`config.mk`:
```
export PLATFORM = sky130hd
export DESIGN_NAME = rlz_token_stream_decoder_unit
export DESIGN_NICKNAME = d
export VERILOG_FILES = /design/src/rtl/core/rlztd_pkg.sv /design/src/rtl/core/rlz_token_stream_decoder_unit.sv
export SDC_FILE = /design/constraint.sdc
export NUM_CORES = 1
export LEC_CHECK = 0
export BUFFER_PORTS_ARGS = -buffer_cell sky130_fd_sc_hd__buf_2
export CAP_MARGIN = 20
export CELL_PAD_IN_SITES_DETAIL_PLACEMENT = 2
export CELL_PAD_IN_SITES_GLOBAL_PLACEMENT = 2
export CORE_ASPECT_RATIO = 1.2
export CORE_MARGIN = 2
export CORE_UTILIZATION = 38
export DETAILED_ROUTE_END_ITERATION = 8
export GPL_TIMING_DRIVEN = 0
export PLACE_DENSITY_LB_ADDON = 0.1
export SETUP_SLACK_MARGIN = 0.15
export SKIP_CTS_REPAIR_TIMING = 1
export SLEW_MARGIN = 25
export SYNTH_ARGS = -nofsm -noshare
export SYNTH_HDL_FRONTEND = slang
export SYNTH_SLANG_ARGS = --single-unit
```
`constraint.sdc`:
```
create_clock -name clk -period 9.5 [get_ports clk]
set_input_delay 1.9 -clock clk [delete_from_list [all_inputs] [get_ports clk]]
set_output_delay 1.9 -clock clk [all_outputs]
set_load 0.01 [all_outputs]
```
`src/rtl/core/rlztd_pkg.sv`:
```
`timescale 1ns / 1ps
// ----------------------------------------------------------------------------
// rlztd_pkg
// Item types, status codes and format codes for the token stream decoder.
// ----------------------------------------------------------------------------
package rlztd_pkg;

	typedef enum logic [1:0] {
		STATUS_TOKEN    = 2'd0,
		STATUS_END      = 2'd1,
		STATUS_OVERFLOW = 2'd2
	} status_t;

	localparam logic [1:0] MODE_WORD32  = 2'd0;
	localparam logic [1:0] MODE_WORD64  = 2'd1;
	localparam logic [1:0] MODE_VARBYTE = 2'd2;

	localparam int unsigned ACC_W   = 64;
	localparam int unsigned SHIFT_W = 6;
	localparam int unsigned BCNT_W  = 3;

	localparam logic [BCNT_W-1:0]  WORD32_LAST     = 3'd3;
	localparam logic [BCNT_W-1:0]  WORD64_LAST     = 3'd7;
	localparam logic [SHIFT_W:0]   GROUP_BITS      = 7'd7;
	localparam logic [SHIFT_W:0]   POS_SHIFT_LIMIT = 7'd64;
	localparam logic [SHIFT_W:0]   LEN_SHIFT_LIMIT = 7'd63;
	localparam int unsigned        CONT_BIT        = 7;

	typedef struct packed {
		logic [7:0] data_byte;
		logic       end_of_input;
	} byte_item_t;

	typedef struct packed {
		logic [63:0]        token_position;
		logic signed [63:0] token_length;
		status_t            status;
	} token_item_t;

endpackage

```
`src/rtl/core/rlz_token_stream_decoder_unit.sv`:
```
`timescale 1ns / 1ps
// ----------------------------------------------------------------------------
// rlz_token_stream_decoder_unit
// Rebuilds (position, length) tokens from a byte stream in three encodings.
// ----------------------------------------------------------------------------
// Usage:
//   Bytes enter on the byte channel (valid/ready), one item per cycle at full
//   rate. Each item carries one stream byte or an end-of-input mark. Tokens and
//   status items leave on the token channel (valid/ready), at most one result
//   per input item. cfg_we/cfg_wdata set the format: two 32-bit words, two
//   64-bit words or a LEB128 pair; a write drops any partial token.
//   An accepted item waits in the input register; the decode step then
//   updates the decoder state and loads any result into the result register.
//   Throughput is one item per cycle while the receiver takes results, set by
//   the single decode step between the input register and result register.
//   End of input gives a status item with zero values and restarts decoding;
//   an over-long varint gives an overflow status and restarts as well.
//   Reset clears the format to two 32-bit words and empties both registers.
//   When the receiver stalls, the result holds, one more item is taken into
//   the input register, and then ready drops until the result is taken.
// ----------------------------------------------------------------------------
module rlz_token_stream_decoder_unit
	import rlztd_pkg::*;
(
	input  logic        clk,
	input  logic        arst_n,
	input  logic        byte_valid,
	output logic        byte_ready,
	input  byte_item_t  byte_item,
	output logic        token_valid,
	input  logic        token_ready,
	output token_item_t token_item,
	input  logic        cfg_we,
	input  logic [1:0]  cfg_wdata
);

	logic               item_valid_s1;
	byte_item_t         item_s1;
	logic               advance;

	logic [1:0]         mode_q;
	logic [ACC_W-1:0]   pos_q, pos_n;
	logic [ACC_W-1:0]   len_q, len_n;
	logic [SHIFT_W-1:0] shift_q, shift_n;
	logic [BCNT_W-1:0]  bcnt_q, bcnt_n;
	logic               phase_q, phase_n;

	logic               emit;
	token_item_t        result;
	logic               out_valid_q;
	token_item_t        out_item_q;

	logic [7:0]         dbyte;
	logic [ACC_W-1:0]   fixed_ins;
	logic [ACC_W-1:0]   var_add;
	logic [SHIFT_W:0]   shift_sum;
	logic               word_last;

	assign advance    = item_valid_s1 && (!out_valid_q || token_ready);
	assign byte_ready = !item_valid_s1 || advance;

	always_ff @(posedge clk or negedge arst_n) begin
		if (!arst_n) begin
			item_valid_s1 <= 1'b0;
		end else if (byte_valid && byte_ready) begin
			item_valid_s1 <= 1'b1;
		end else if (advance) begin
			item_valid_s1 <= 1'b0;
		end
	end

	always_ff @(posedge clk) begin
		if (byte_valid && byte_ready) begin
			item_s1 <= byte_item;
		end
	end

	assign dbyte     = item_s1.data_byte;
	assign fixed_ins = {{(ACC_W-8){1'b0}}, dbyte} << {bcnt_q, 3'b000};
	assign var_add   = {{(ACC_W-8){1'b0}}, 1'b0, dbyte[CONT_BIT-1:0]} << shift_q;
	assign shift_sum = {1'b0, shift_q} + GROUP_BITS;
	assign word_last = (mode_q == MODE_WORD32) ? (bcnt_q == WORD32_LAST)
	                                           : (bcnt_q == WORD64_LAST);

	always_comb begin
		pos_n   = pos_q;
		len_n   = len_q;
		shift_n = shift_q;
		bcnt_n  = bcnt_q;
		phase_n = phase_q;
		emit    = 1'b0;
		result  = '{token_position: '0, token_length: '0, status: STATUS_TOKEN};
		if (item_s1.end_of_input) begin
			emit          = 1'b1;
			result.status = STATUS_END;
		end else begin
			case (mode_q)
				MODE_WORD32, MODE_WORD64: begin
					if (phase_q) len_n = len_q | fixed_ins;
					else         pos_n = pos_q | fixed_ins;
					if (!word_last) begin
						bcnt_n = bcnt_q + 1'b1;
					end else begin
						bcnt_n = '0;
						if (!phase_q) begin
							phase_n = 1'b1;
						end else begin
							emit                  = 1'b1;
							result.token_position = pos_n;
							result.token_length   = $signed(len_n);
						end
					end
				end
				MODE_VARBYTE: begin
					if (phase_q) len_n = len_q + var_add;
					else         pos_n = pos_q + var_add;
					if (dbyte[CONT_BIT]) begin
						shift_n = shift_sum[SHIFT_W-1:0];
						if (shift_sum >= (phase_q ? LEN_SHIFT_LIMIT : POS_SHIFT_LIMIT)) begin
							emit          = 1'b1;
							result.status = STATUS_OVERFLOW;
						end
					end else begin
						shift_n = '0;
						if (!phase_q) begin
							phase_n = 1'b1;
						end else begin
							emit                  = 1'b1;
							result.token_position = pos_n;
							result.token_length   = $signed(len_n);
						end
					end
				end
				default: begin
					// unused format code: drop the byte
				end
			endcase
		end
		if (emit) begin
			pos_n   = '0;
			len_n   = '0;
			shift_n = '0;
			bcnt_n  = '0;
			phase_n = 1'b0;
		end
	end

	always_ff @(posedge clk or negedge arst_n) begin
		if (!arst_n) begin
			mode_q  <= MODE_WORD32;
			pos_q   <= '0;
			len_q   <= '0;
			shift_q <= '0;
			bcnt_q  <= '0;
			phase_q <= 1'b0;
		end else if (cfg_we) begin
			mode_q  <= cfg_wdata;
			pos_q   <= '0;
			len_q   <= '0;
			shift_q <= '0;
			bcnt_q  <= '0;
			phase_q <= 1'b0;
		end else if (advance) begin
			pos_q   <= pos_n;
			len_q   <= len_n;
			shift_q <= shift_n;
			bcnt_q  <= bcnt_n;
			phase_q <= phase_n;
		end
	end

	always_ff @(posedge clk or negedge arst_n) begin
		if (!arst_n) begin
			out_valid_q <= 1'b0;
		end else if (advance && emit) begin
			out_valid_q <= 1'b1;
		end else if (token_ready) begin
			out_valid_q <= 1'b0;
		end
	end

	// hold the result until the receiver takes it
	always_ff @(posedge clk) begin
		if (advance && emit) begin
			out_item_q <= result;
		end
	end

	assign token_valid = out_valid_q;
	assign token_item  = out_item_q;

	a_status_zero_values: assert property (@(posedge clk) disable iff (!arst_n)
		token_valid && (token_item.status != STATUS_TOKEN) |->
			(token_item.token_position == '0) && (token_item.token_length == '0))
		else $error("status item carries nonzero values");

	a_cfg_clears_token: assert property (@(posedge clk) disable iff (!arst_n)
		cfg_we |=> !phase_q && (bcnt_q == '0) && (shift_q == '0) &&
			(pos_q == '0) && (len_q == '0))
		else $error("partial token survives a format write");

	a_ready_only_stalled: assert property (@(posedge clk) disable iff (!arst_n)
		!byte_ready |-> item_valid_s1 && token_valid && !token_ready)
		else $error("input stalled while the output is free");

endmodule

```
Yosys cells after proc, flatten, opt, wreduce, memory -nomap -nowiden
Index checks and enable logic that the tools add are counted.
Widths: inputs -> output; s select.
{"block": "word_totals", "register_bits": 281, "latchBits": 0, "ram_bits": 0, "rom_bits": 0, "input_bits": 16, "word_cells": 105, "memories": 0}
{"block": "classes", "add_sub_neg": 4, "mul": 0, "div_mod_pow": 0, "order_cmp": 1, "n_eq_ne": 7, "shift": 2, "n_mux": 53, "n_bitwise": 4, "reduce_logical": 20}
{"cell": "$mux 64", "count": 12}
{"cell": "$mux 128", "count": 4}
{"cell": "$pmux 128 s2", "count": 1}
{"cell": "$pmux 64 s2", "count": 2}
{"cell": "$add 64x64->64", "count": 2}
{"cell": "$or 64x64->64", "count": 2}
{"cell": "$shl 7x6->64", "count": 1}
{"cell": "$shl 8x6->64", "count": 1}
{"cell": "$mux 6", "count": 6}
{"cell": "$mux 1", "count": 18}
{"cell": "$mux 3", "count": 6}
{"cell": "$reduce_and 3->1", "count": 3}
{"cell": "$ne 4x4->1 const B", "count": 2}
{"cell": "$add 6x3->7 const B", "count": 1}
{"cell": "$ge 7x7->1", "count": 1}
{"cell": "$mux 7", "count": 1}
{"cell": "$reduce_bool 2->1", "count": 3}
{"cell": "$reduce_bool 3->1", "count": 2}
{"cell": "$reduce_and 5->1", "count": 1}
{"cell": "$pmux 1 s2", "count": 2}
{"cell": "$reduce_bool 4->1", "count": 1}
{"cell": "$add 3x1->3 const B", "count": 1}
{"cell": "$eq 3x2->1 const B", "count": 1}
{"cell": "$eq 3x3->1 const B", "count": 1}
{"cell": "11 further kinds", "count": 16}

Depth between registers and ports, before layout
{"block": "logic_depth", "word_depth": 9, "mapped_depth": 25, "depth_no_buf": 21}

Worst setup path after synthesis
OpenSTA, ideal clock, no wires.
{"block": "synth_path", "path_type": "register -> register", "startpoint": "reg shift_q[5]", "endpoint": "reg out_item_q (netlist bit token_item[0]), enable pin", "t_arrival_ps": 7682, "path_slack_ps": 1197, "path_stages_with_launch": 13, "path_buffers": 5, "synth_period_minus_slack_ps": 8303, "cell_sequence": "dfrtp_1 buf_2 clkbuf_1 clkbuf_1 clkbuf_1 nand2_1 clkbuf_1 nor2_1 ha_1 a21oi_1 nor2_1 nor4_1 nor2_1"}
{"block": "synth_between", "elab_chain_cells": 7}
{"element": "start, declared", "line_no": "rlz_token_stream_decoder_unit.sv:44", "text": "logic [SHIFT_W-1:0] shift_q, shift_n;"}
{"element": "start signal, assigned", "line_no": "rlz_token_stream_decoder_unit.sv:166", "text": "shift_q <= shift_n;"}
{"element": "$add 6x3->7", "line_no": "rlz_token_stream_decoder_unit.sv:81", "text": "assign shift_sum = {1'b0, shift_q} + GROUP_BITS;"}
{"element": "$ge 7x7->1", "line_no": "rlz_token_stream_decoder_unit.sv:119", "text": "if (shift_sum >= (phase_q ? LEN_SHIFT_LIMIT : POS_SHIFT_LIMIT)) begin"}
{"element": "$mux 1", "line_no": "rlz_token_stream_decoder_unit.sv:119"}
{"element": "$mux 1", "line_no": "rlz_token_stream_decoder_unit.sv:117", "text": "if (dbyte[CONT_BIT]) begin"}
{"element": "$pmux 1 s2", "line_no": "rlz_token_stream_decoder_unit.sv:97", "text": "case (mode_q)"}
{"element": "$mux 1", "line_no": "rlz_token_stream_decoder_unit.sv:93", "text": "if (item_s1.end_of_input) begin"}
{"element": "$logic_and 1x1->1", "line_no": "rlz_token_stream_decoder_unit.sv:184", "text": "if (advance && emit) begin"}
{"element": "end signal, assigned", "line_no": "rlz_token_stream_decoder_unit.sv:185", "text": "out_item_q <= result;"}
{"element": "end, declared", "line_no": "rlz_token_stream_decoder_unit.sv:51", "text": "token_item_t out_item_q;"}
No other way between the ends.
A chain may end at the register's enable or synchronous reset.

Worst setup path in the final report
{"block": "layout_path", "startpoint": "reg shift_q[5]", "endpoint": "reg pos_q[58]"}
{"block": "layout_between", "elab_chain_cells": 9, "word_cells_on_any_way": 17, "classes_between": "add/sub: 2; order compare: 1; eq/ne: 1; shift: 1; mux: 10; reduce/logical: 2"}
{"element": "parallel branches: the longest is 9 deep, another holds $add 64x64->64"}
{"element": "end signal, assigned", "line_no": "rlz_token_stream_decoder_unit.sv:164", "text": "pos_q <= pos_n;"}
{"element": "end, declared", "line_no": "rlz_token_stream_decoder_unit.sv:42", "text": "logic [ACC_W-1:0] pos_q, pos_n;"}
Parallel ways; which one is timed is not known. The select of a mux whose other input is x is not followed.

==> reports/results.ini <==
[global_routing]
grt_pass1_wl_um = 196000
track_usage_pct = 42.0
grt_max_degree = 70
grt_pass1_vias = 27700
overflow = 0
antenna_found_initial = 4

[synthesis]
synth_area_mm2 = 0.0237
synth_top_cell_by_area = edfxtp_1
ys_types = 110
ys_top_cells_by_area = edfxtp_1 (18%), dfrtp_1 (15%), a21oi_1 (7.7%)
synthCells = 2901
ys_top_cells_by_count = a21oi_1 (364), nor2_1 (282), nand2_1 (240)
synth_edf_count = 139
synth-seq-cells = 281
yosysSeqAreaShare_pct = 32.6
yosys_warnings = 0
syn_avg_cell_area_um2 = 8.17
synth_top_area_share_pct = 17.6
yosysMostFrequentCell = a21oi_1
syn_nets = 3006
synthFlopType = dfrtp_1
synthArstFlopShare_pct = 50.5

[flow_run]
drv_cap = 0

[routing]
viasPerCell = 6.68
first_pass_iters = 5
post_drt_wl_per_cell_um = 34.7
ant_nets = 0
drcViolationCount = 0
initialDrtViolationCount = 2314
vias = 26300
wl_um = 137000

[timing]
slew_headroom_pct = 16.7
worst_slew_pin_slew_ps = 1250
fin_setup_tns_ps = 0
finalSetupViolCount = 0
min_period_ps = 8370
rsz0062_at_grt = no
finalCritPeriodShare_pct = 88.1
hold_viol = 0
drv_slew = 0
finClkSkew_ps = 26.5
fin_ws_ps = 1130
fmax_mhz = 120

[clocking]
cts_buffer_depth = 3
cts_buffers = 36
ctsHtreeMaxLevel = 2
cts_tree = yes
clock_latency_ps = 580
cts.sinks = 281
clock-root-buffer = clkbuf_16
clk_pin_slew_ps = 60

[cells_and_area]
fillers = 7049
layout-drive-gt1-share_pct = 12.0
area_growth_pct = 14.1
final_nets = 3205

[worst_setup_path]
required_ps = 9950
worst-setup-path-type = flip-flop to flip-flop
worst_setup_path_start_kind = flip-flop
timing.rr.start = shift_q[5]$_DFFE_PN0P_
rr_endpoint = pos_q[58]$_DFFE_PN0P_
path_max_fanout = 10
arrival_ps = 8820
crit_path_end_kind = flip-flop
reg2reg_depth = 21
rrSetupSlack_ps = 1130

[floorplanning]
rows = 100
die_area_mm2 = 0.0644
design.core.area_mm2 = 0.0619
start_util_pct = 38.3
ioPinCount = 148
die_h_um = 278
die_width_um = 232

[placement]
place_ws_ps = 1450
hpwl_um = 105000
place.gp.congestion = 1.02
portBuffers = 147

[worst_hold_path]
hold_class = flip-flop to flip-flop
min_from = len_q[30]$_DFFE_PN0P_
hold-path-endpoint = len_q[30]$_DFFE_PN0P_
holdPathStages = 2

[run_status]
run_status = complete, no violations

[power_and_ir_drop]
power.leakage_nw = 10.4
ir_drop_mv = 0.140
p_per_area_mw_per_mm2 = 141

worst max-delay path: stages, from the launching register on:
cell and delay, ps:
dfrtp_1 430, buf_2 410, clkbuf_1 530, clkbuf_1 490
clkbuf_1 760, nand2b_1 120, clkbuf_1 320, or3_1 480
o22ai_1 860, ha_1 240, clkbuf_1 290, nand4_1 260
or4_1 480, or2_2 290, a21oi_1 390, nor3_1 100
a21o_1 250, a31oi_1 520, mux2_2 430, o21ai_0 280
nor2_1 100, o21a_1 170
worst max path at each step:
stage / cells after the start / to / slack [ps] / from
global placement: 12 / token_item[18]$_SDFFCE_PP0P_ / -2450 / shift_q[5]$_DFFE_PN0P_
global route: 21 / pos_q[58]$_DFFE_PN0P_ / 1200 / shift_q[5]$_DFFE_PN0P_
finish: 21 / pos_q[58]$_DFFE_PN0P_ / 1130 / shift_q[5]$_DFFE_PN0P_
floorplan: 12 / token_item[0]$_SDFFCE_PP1P_ / 1200 / shift_q[5]$_DFFE_PN0P_
detailed placement: 21 / pos_q[58]$_DFFE_PN0P_ / 1450 / shift_q[5]$_DFFE_PN0P_
CTS: 21 / pos_q[58]$_DFFE_PN0P_ / 1400 / shift_q[5]$_DFFE_PN0P_
flip-flops by register name, indices dropped and copies added, names as in the netlist:
register,cells
bcnt_q,3
mode_q,2
pos_q,64
dbyte,8
token_item,130
len_q,64
shift_q,6
item_s1,1
phase_q,1
token_valid,1
item_valid_s1,1
cell usage in the layout (no fill, tap or decap), drive strengths merged, types with 21 or more instances in the layout:
cell | synthesis | final
o31ai | 21 | 21
edfxtp | 139 | 139
xor2 | 45 | 45
or3 | 21 | 21
ha | 87 | 87
nor2 | 285 | 285
nand2 | 240 | 240
o21a | 24 | 24
maj3 | 36 | 36
a21oi | 367 | 367
nand2b | 28 | 28
o21bai | 22 | 22
o21ai | 184 | 184
inv | 51 | 54
dfrtp | 142 | 142
nor3 | 52 | 52
nand4 | 31 | 31
xnor2 | 119 | 119
nor2b | 26 | 26
clkbuf | 184 | 229
a31oi | 63 | 63
a211oi | 29 | 29
nand3 | 76 | 76
a22o | 22 | 22
o22ai | 86 | 86
and2 | 95 | 95
a21o | 74 | 74
buf | 49 | 207
power by group:
group          internal, mW  switching (mW)  leakage (nW)
logic                 0.257           0.731          6.50
clock network         0.816           0.626         0.581
registers              1.34          0.0382          3.28
per-stage QoR:
stage	instance area [um2]	hold WS, ps	instances	utilization [%]	total power, mW
final	27100	546	3945	43.7	3.81
after global routing	27100	566	3945	43.7	3.90
after CTS	27000	542	3941	43.6	3.79
after detailed placement	25900	514	3877	41.7	2.35
after global placement	25500	504	3864	41.1	2.30
after floorplan	23700	467	2901	-	1.92
kinds of logic after synthesis:
family / Yosys count / share of synthesized area, %
flip-flops: 281 / 32.6
AO/OA/AOI/OAI: 1072 / 29.0
XOR/XNOR: 164 / 6.06
adder cells (fa/ha/maj): 125 / 6.32
buffers and inverters: 284 / 4.89
AND/OR/NAND/NOR: 940 / 19.3
multiplexers: 35 / 1.84
per-layer routing:
| metal | track usage, % | vias to the layer above | wire [um] | part of all wire (%) |
|---|---|---|---|---|
| li1 | - | 11200 | - | - |
| met1 | 49.3 | 13500 | 52000 | 38 |
| met2 | 68.8 | 1216 | 64100 | 47 |
| met3 | 7.61 | 457 | 9280 | 6.8 |
| met4 | 30.4 | 4 | 11700 | 8.5 |
| met5 | 0 | - | 28 | 0.020 |
final cells by class:
type                            count  area, um2  area share, %
Multi-Input combinational cell   2336      14900           55.2
Sequential cell                   281       7730           28.6
Tap cell                          816       1020           3.77
Timing Repair Buffer              161       1000           3.71
Buffer                            233        987           3.65
Clock buffer                       42        965           3.57
Clock inverter                     22        214          0.791
Inverter                           51        191          0.708
Antenna cell                        3       7.51         0.0277
Note: power is estimated with default switching activity, not from simulation.
